===== config.mk =====
export PLATFORM = sky130hd
export DESIGN_NAME = pcs_cell
export DESIGN_NICKNAME = d
export VERILOG_FILES = /design/src/rtl/pcs_pkg.sv /design/src/rtl/pcs_cell.sv
export SDC_FILE = /design/constraint.sdc
export NUM_CORES = 1
export LEC_CHECK = 0
export ABC_AREA = 1
export BUFFER_PORTS_ARGS = -buffer_cell sky130_fd_sc_hd__buf_2
export CORE_MARGIN = 8
export CORE_UTILIZATION = 51
export CTS_CLUSTER_DIAMETER = 120
export DETAILED_ROUTE_END_ITERATION = 7
export HOLD_SLACK_MARGIN = 0.05
export PLACE_DENSITY = 0.87
export SYNTH_ARGS = -nofsm -noshare
export SYNTH_HDL_FRONTEND = slang
export SYNTH_SLANG_ARGS = --single-unit

===== constraint.sdc =====
create_clock -name clk -period 10 [get_ports clk]
set_input_delay 2 -clock clk [delete_from_list [all_inputs] [get_ports clk]]
set_output_delay 2 -clock clk [all_outputs]
set_load 0.01 [all_outputs]

===== src/rtl/pcs_pkg.sv =====
// Package for the periodic command scheduler table.
// Holds table sizes, operation and result codes, and the cell data types.
// No dependencies.
`timescale 1ns / 1ps
package pcs_pkg;

  localparam int TABLE_DEPTH = 16;
  localparam int IDX_W = $clog2(TABLE_DEPTH);
  localparam int CNT_W = $clog2(TABLE_DEPTH + 1);

  typedef enum logic [1:0] {
    OP_TICK   = 2'd0,
    OP_ADD    = 2'd1,
    OP_DELETE = 2'd2,
    OP_READ   = 2'd3
  } op_t;

  typedef enum logic [2:0] {
    RK_FIRED    = 3'd0,
    RK_NONE     = 3'd1,
    RK_ADDED    = 3'd2,
    RK_FULL     = 3'd3,
    RK_DELETED  = 3'd4,
    RK_NO_DEL   = 3'd5,
    RK_READ     = 3'd6,
    RK_NO_ENTRY = 3'd7
  } kind_t;

  typedef enum logic {
    ST_IDLE = 1'b0,
    ST_EMIT = 1'b1
  } state_t;

  typedef struct packed {
    logic [31:0] cd;
    logic [31:0] iv;
    logic [15:0] rep;
    logic [15:0] lim;
    logic [15:0] tag;
  } ent_t;

  typedef struct packed {
    logic fired;
    logic removed;
  } flg_t;

  typedef struct packed {
    logic tick;
    logic load;
    logic shift;
    logic clr_fired;
  } cell_ctl_t;

endpackage


===== src/rtl/pcs_cell.sv =====
// One table entry of the scheduler: countdown, period, repeat limit and tag.
// Depends on pcs_pkg; takes its upper neighbor's contents on a shift.
`timescale 1ns / 1ps
module pcs_cell (
  input  logic              clk,
  input  logic              rst,
  input  pcs_pkg::cell_ctl_t ctl,
  input  pcs_pkg::ent_t     nb_ent,
  input  pcs_pkg::flg_t     nb_flg,
  input  pcs_pkg::ent_t     add_ent,
  output pcs_pkg::ent_t     ent,
  output pcs_pkg::flg_t     flg
);

  logic [31:0] cd_dec;
  logic        fire;

  assign cd_dec = ent.cd - 32'd1;
  assign fire   = (cd_dec == 32'd0);

  always_ff @(posedge clk) begin
    if (rst) begin
      flg <= '0;
    end else if (ctl.shift) begin
      flg <= nb_flg;
    end else if (ctl.load) begin
      flg <= '0;
    end else if (ctl.tick) begin
      flg.fired   <= fire;
      flg.removed <= fire && (ent.rep == 16'd1);
    end else if (ctl.clr_fired) begin
      flg.fired <= 1'b0;
    end
  end

  always_ff @(posedge clk) begin
    if (ctl.shift) begin
      ent <= nb_ent;
    end else if (ctl.load) begin
      ent <= add_ent;
    end else if (ctl.tick) begin
      ent.cd <= fire ? ent.iv : cd_dec;
      if (fire) begin
        ent.lim <= ent.rep;
        if (ent.rep > 16'd1) begin
          ent.rep <= ent.rep - 16'd1;
        end
      end
    end
  end

endmodule


[Word level (Yosys, flattened, before mapping)]
Cells that the tools add are included.
Storage, ports and cells
  bits in registers: 114
  word-level logic and storage cells: 35
  input bits: 232
Cells by class
  order comparisons: 1
  equal/unequal tests: 1
  reduce and logical (&&, ||, !) cells: 9
  $add $sub $neg: 2
  mux-type cells: 15
Operators with widths (count)
  2-to-1 mux 32 bit: 7
  2-to-1 mux 112 bit: 1
  zero test 32 bit: 1
  2-to-1 mux 16 bit: 2
  subtractor 32 x 1 -> 32 bit (second input constant): 1
  == test 16 x 1 -> 1 bit (second input constant): 1
  greater-than comparator 16 x 1 -> 1 bit (second input constant): 1
  subtractor 16 x 1 -> 16 bit (second input constant): 1
  nonzero test 3 bit: 3
  2-to-1 mux 2 bit: 2
  nonzero test 4 bit: 1
  2-to-1 mux 1 bit: 3
  AND reduction 3 bit: 1
  AND reduction 2 bit: 1
  nonzero test 2 bit: 1
  logical AND 1 bit: 1

[Logic depth before layout (Yosys ltp)]
  word-level depth: 6
  gate-level depth with buffers: 17
  gate-level depth less buffers: 16

[Worst setup path after synthesis]
No wires, ideal clock.
  path kind: input to register
  from: input ctl[1] (netlist name)
  to: register ent[32] (netlist name) (enable)
  setup slack: 5.625 ns
  arrival time: 3.981 ns
  setup time: 0.394 ns
  stages: 5
  path buffers: 1
  cells stage by stage: clkbuf_1 > nor2_1 > inv_2 > a211oi_1 > a21oi_1
Between the ends
  cells in the longest elaborated chain, start to end: 2
RTL lines
  start, declared: line pcs_cell.sv:7  | input pcs_pkg::cell_ctl_t ctl,
  nonzero test 3 bit (no line)
  AND reduction 3 bit (no line) (*)
  end signal, assigned: line pcs_cell.sv:38  | ent <= nb_ent;
  end signal, assigned: line pcs_cell.sv:40  | ent <= add_ent;
  end, declared: line pcs_cell.sv:11  | output pcs_pkg::ent_t ent,
Every way passes the cells marked *; elsewhere a longest branch is shown, timed or not.
A chain may end at the register's enable or synchronous reset.

[Worst setup path in the final report]
  from: input ctl[1] (netlist name)
  to: register ent[43] (netlist name) (enable)
Same word-level chain as after synthesis.

==> results.md <==
Setup path:
- Data on the critical path arrives at its endpoint at 4.70 ns.
- The worst setup path is captured at a register.
- The largest fanout on the critical path is 68.
- The critical path is of the in -> reg type.
- The required time of the critical path is 10.11 ns.
- Counting cells, the worst reg-to-reg path comes to 13.
- The sort of element at the start of the critical path is an input pin.

Logic synthesis:
- The synthesized instance count is 924.
- Yosys attributes the largest share of cell area to sky130_fd_sc_hd__edfxtp_1 47%, sky130_fd_sc_hd__nand2_1 18%, sky130_fd_sc_hd__nor2_1 4.8%.
- The predominant post-synthesis flop cell is sky130_fd_sc_hd__edfxtp_1.
- The leading cell type by number of instances after synthesis is sky130_fd_sc_hd__nand2_1.
- The count of warnings emitted by yosys is 0.
- The number of nets handed over by synthesis was 1160.
- By count the netlist is led by 345 x sky130_fd_sc_hd__nand2_1, 112 x sky130_fd_sc_hd__edfxtp_1, 91 x sky130_fd_sc_hd__nor2_1, 76 x sky130_fd_sc_hd__inv_1, 61 x sky130_fd_sc_hd__nand3_1.
- The post-synthesis instance area is 7180 um^2.
- Averaged over all synthesized cells, the footprint is 7.77 um^2.
- The number of enable-type register cells in the synthesized netlist is 112.
- The share of synthesized area in the top cell type comes to 0.468.
- The sequential share of the synthesized area is 0.474.
- After synthesis the netlist holds a flip-flop and latch count of 114.
- The unique cell type count in the Yosys netlist is 37.
- sky130_fd_sc_hd__edfxtp_1 takes more of the synthesized area than any other cell.
- For this run, asynchronously set or reset flops after synthesis account for 0.

CTS:
- The number of hold buffers added after CTS was 0.
- The post-CTS setup repair buffer count is 0.
- The maximum level of the CTS H-tree is 4.
- The number of CTS-inserted buffers is 17.
- The clock-pin slew on the worst setup and hold paths is 0.05 ns.
- Counting every sink on the clock net gives 114.
- For the worst-skew pair, the clock arrives at the later sink with an insertion delay of 0.42 ns.
- The number of gates resized after CTS was 0.
- The clock passes through at most 2 buffers.
- In this run the clock root is driven by a sky130_fd_sc_hd__clkbuf_16.
- The CTS tree is yes.

Die:
- The chip height is 135 um.
- The initial core utilization is 0.519.
- The number of primary I/O pins is 346.
- The region available for standard cell placement spans 13800 um^2.
- The initialized floorplan defines 43 standard-cell rows.
- The full die area is 18100 um^2.
- The die is 135 um wide.

Detailed routing:
- The final route contains 7887 vias.
- The violation count after the first detailed-routing iteration is 860.
- The number of nets with antenna violations after routing is 0.
- In the final routed layout, each cell accounts on average for 18.5 um.
- The final layout contains routed wiring with a total length of 26800 um.
- For this run, design rule violations remaining after detail routing come to 0.
- The first TritonRoute pass finished after 6 iterations.
- Dividing the detail-routed via count by the number of cells gives 5.45.

Timing:
- The clock period minus worst slack is 4.58 ns.
- The final number of hold-violating endpoints is 0.
- Setup repair after global routing left no endpoint under its margin.
- In this run the tightest slew margin relative to its limit is 0.249.
- Of the available clock period, the critical path in the final layout requires 0.458.
- The final count of pins violating max slew is 0.
- Adding up every negative setup slack in the final design gives 0 ns.
- On the final layout, the worst clock skew is 0.00822 ns.
- The transition time of the tightest slew-check pin is 1.12 ns.
- The final setup slack of the worst path is 5.42 ns.
- The fmax is 0.218 GHz.
- Setup violations remaining at the end of the flow were counted as 0.

Place:
- Before CTS, the worst setup slack after placement is 4.99 ns.
- The number of input and output port buffers inserted is 345.
- Detailed placement finished with a half-perimeter wire length of 20700 um.
- After detailed placement, the total cell area comes to 8990 um^2.
- The count of placed standard cells including taps is 1413.
- The congestion estimate from routability-driven global placement came to 0.950.

GRT:
- The number of global-route vias before repair was 7753.
- In the global route stage, overall resource usage came out at 0.289.
- The number of antenna violations at the first check in global routing was 3.
- The maximum number of pins on one net before global-route repair is 69.
- The first global-routing pass estimated 41000 um of wire.
- The leftover overflow at the end of global routing is 0.

Finish:
- The final net count is 1488.
- The summed area of non-filler cells in the final layout is 9500 um^2.
- The count of cells in the finished layout, fillers not included, comes to 1446.
- The signed area change from the synthesized netlist to the final layout is 32.4%.
- The ratio of cells with drive above 1 in the final layout is 0.317.

Min path:
- The worst min-delay path category is reg -> reg.
- Along the worst hold path, the cell count comes to 2.

Power and ir drop:
- IR analysis of the VDD net gives a maximum drop of 0.104 mV.
- Summed over all cells, the static leakage comes to 4.82 nW.
- The total power per unit cell area is 156 nW/um^2.

Run:
- The tool flagged a number of max-cap violations equal to 0.

Run status:
- The flow ran to the end, and the final reports show no timing, DRC or antenna violations.
[sequential cells by signal, summed over array words and instances, names as in the netlist]
signal	cells
ent	112
flg	2
[area by class of cell]
cell class / count / area [um^2]
tap: 180 / 225
sequential: 114 / 3400
clock inverter: 9 / 67.6
fill: 1138 / 4320
clock buffer: 21 / 440
antenna: 3 / 7.51
inverter: 81 / 304
multi-input combinational: 688 / 3290
timing repair buffer: 350 / 1770
[worst max-delay path, stage by stage]
cell	delay (ns)
sky130_fd_sc_hd__buf_4	0.58
sky130_fd_sc_hd__nor2_4	0.35
sky130_fd_sc_hd__inv_2	0.18
sky130_fd_sc_hd__buf_4	0.58
sky130_fd_sc_hd__a211oi_1	0.11
sky130_fd_sc_hd__a21oi_1	0.52
sky130_fd_sc_hd__buf_4	0.32
[report_power, final]
part | internal, W | switching, W
logic | 0.000122 | 0.000181
registers | 0.000590 | 0.0000458
clock network | 0.000333 | 0.000206
[final timing paths]
path	slack, ns	start	end
hold reg to reg	0.55	flg[0]	flg[0]
setup / recovery	5.42	ctl[1]	ent[43]
hold / removal	0.55	flg[0]	flg[0]
setup reg to reg	6.35	ent[80]	ent[43]
[through the flow]
stage	utilization	power, W	hold slack (ns)
after floorplan	-	0.000790	0.555
after global placement	0.650	0.000936	0.515
after detailed placement	0.650	0.000942	0.520
after CTS	0.687	0.00148	0.532
after global routing	0.687	0.00154	0.602
final	0.687	0.00148	0.554
[placed cells by master (no fill, tap or decap), types with 5 or more instances in the layout]
master and n:
sky130_fd_sc_hd__inv_2 5, sky130_fd_sc_hd__inv_1 75, sky130_fd_sc_hd__nor2_1 89, sky130_fd_sc_hd__o211ai_1 5, sky130_fd_sc_hd__clkbuf_16 17, sky130_fd_sc_hd__clkinv_2 6
sky130_fd_sc_hd__nand2_2 6, sky130_fd_sc_hd__nand3_1 61, sky130_fd_sc_hd__xor2_1 8, sky130_fd_sc_hd__a22oi_1 32, sky130_fd_sc_hd__nand3b_1 38, sky130_fd_sc_hd__o21ai_0 33
sky130_fd_sc_hd__a31oi_1 5, sky130_fd_sc_hd__buf_2 344, sky130_fd_sc_hd__edfxtp_1 112, sky130_fd_sc_hd__nand4_1 9, sky130_fd_sc_hd__a21oi_1 23, sky130_fd_sc_hd__buf_4 6
sky130_fd_sc_hd__nand2_1 345
[cell families (layout without fill, tap and decap cells)]
kind of cell,Yosys count,in the layout,share of synthesized area
DFF,114,114,0.474
AOI/OAI and AO/OA,108,108,0.0911
xor gates and xnor gates,11,11,0.0134
other,0,3,0
adders and majority gates,4,4,0.00697
buffers and inverters,122,461,0.0701
and+or+nand+nor,565,565,0.344
[routing by layer]
layer | vias to the layer above | global-route usage | share of wire
li1 | 3730 | - | -
met3 | 62 | 0.0888 | 0.11
met2 | 515 | 0.481 | 0.50
met5 | - | 0 | 0
met4 | 0 | 0.116 | 0.027
met1 | 3580 | 0.339 | 0.36
(Power assumes the default switching activity.)
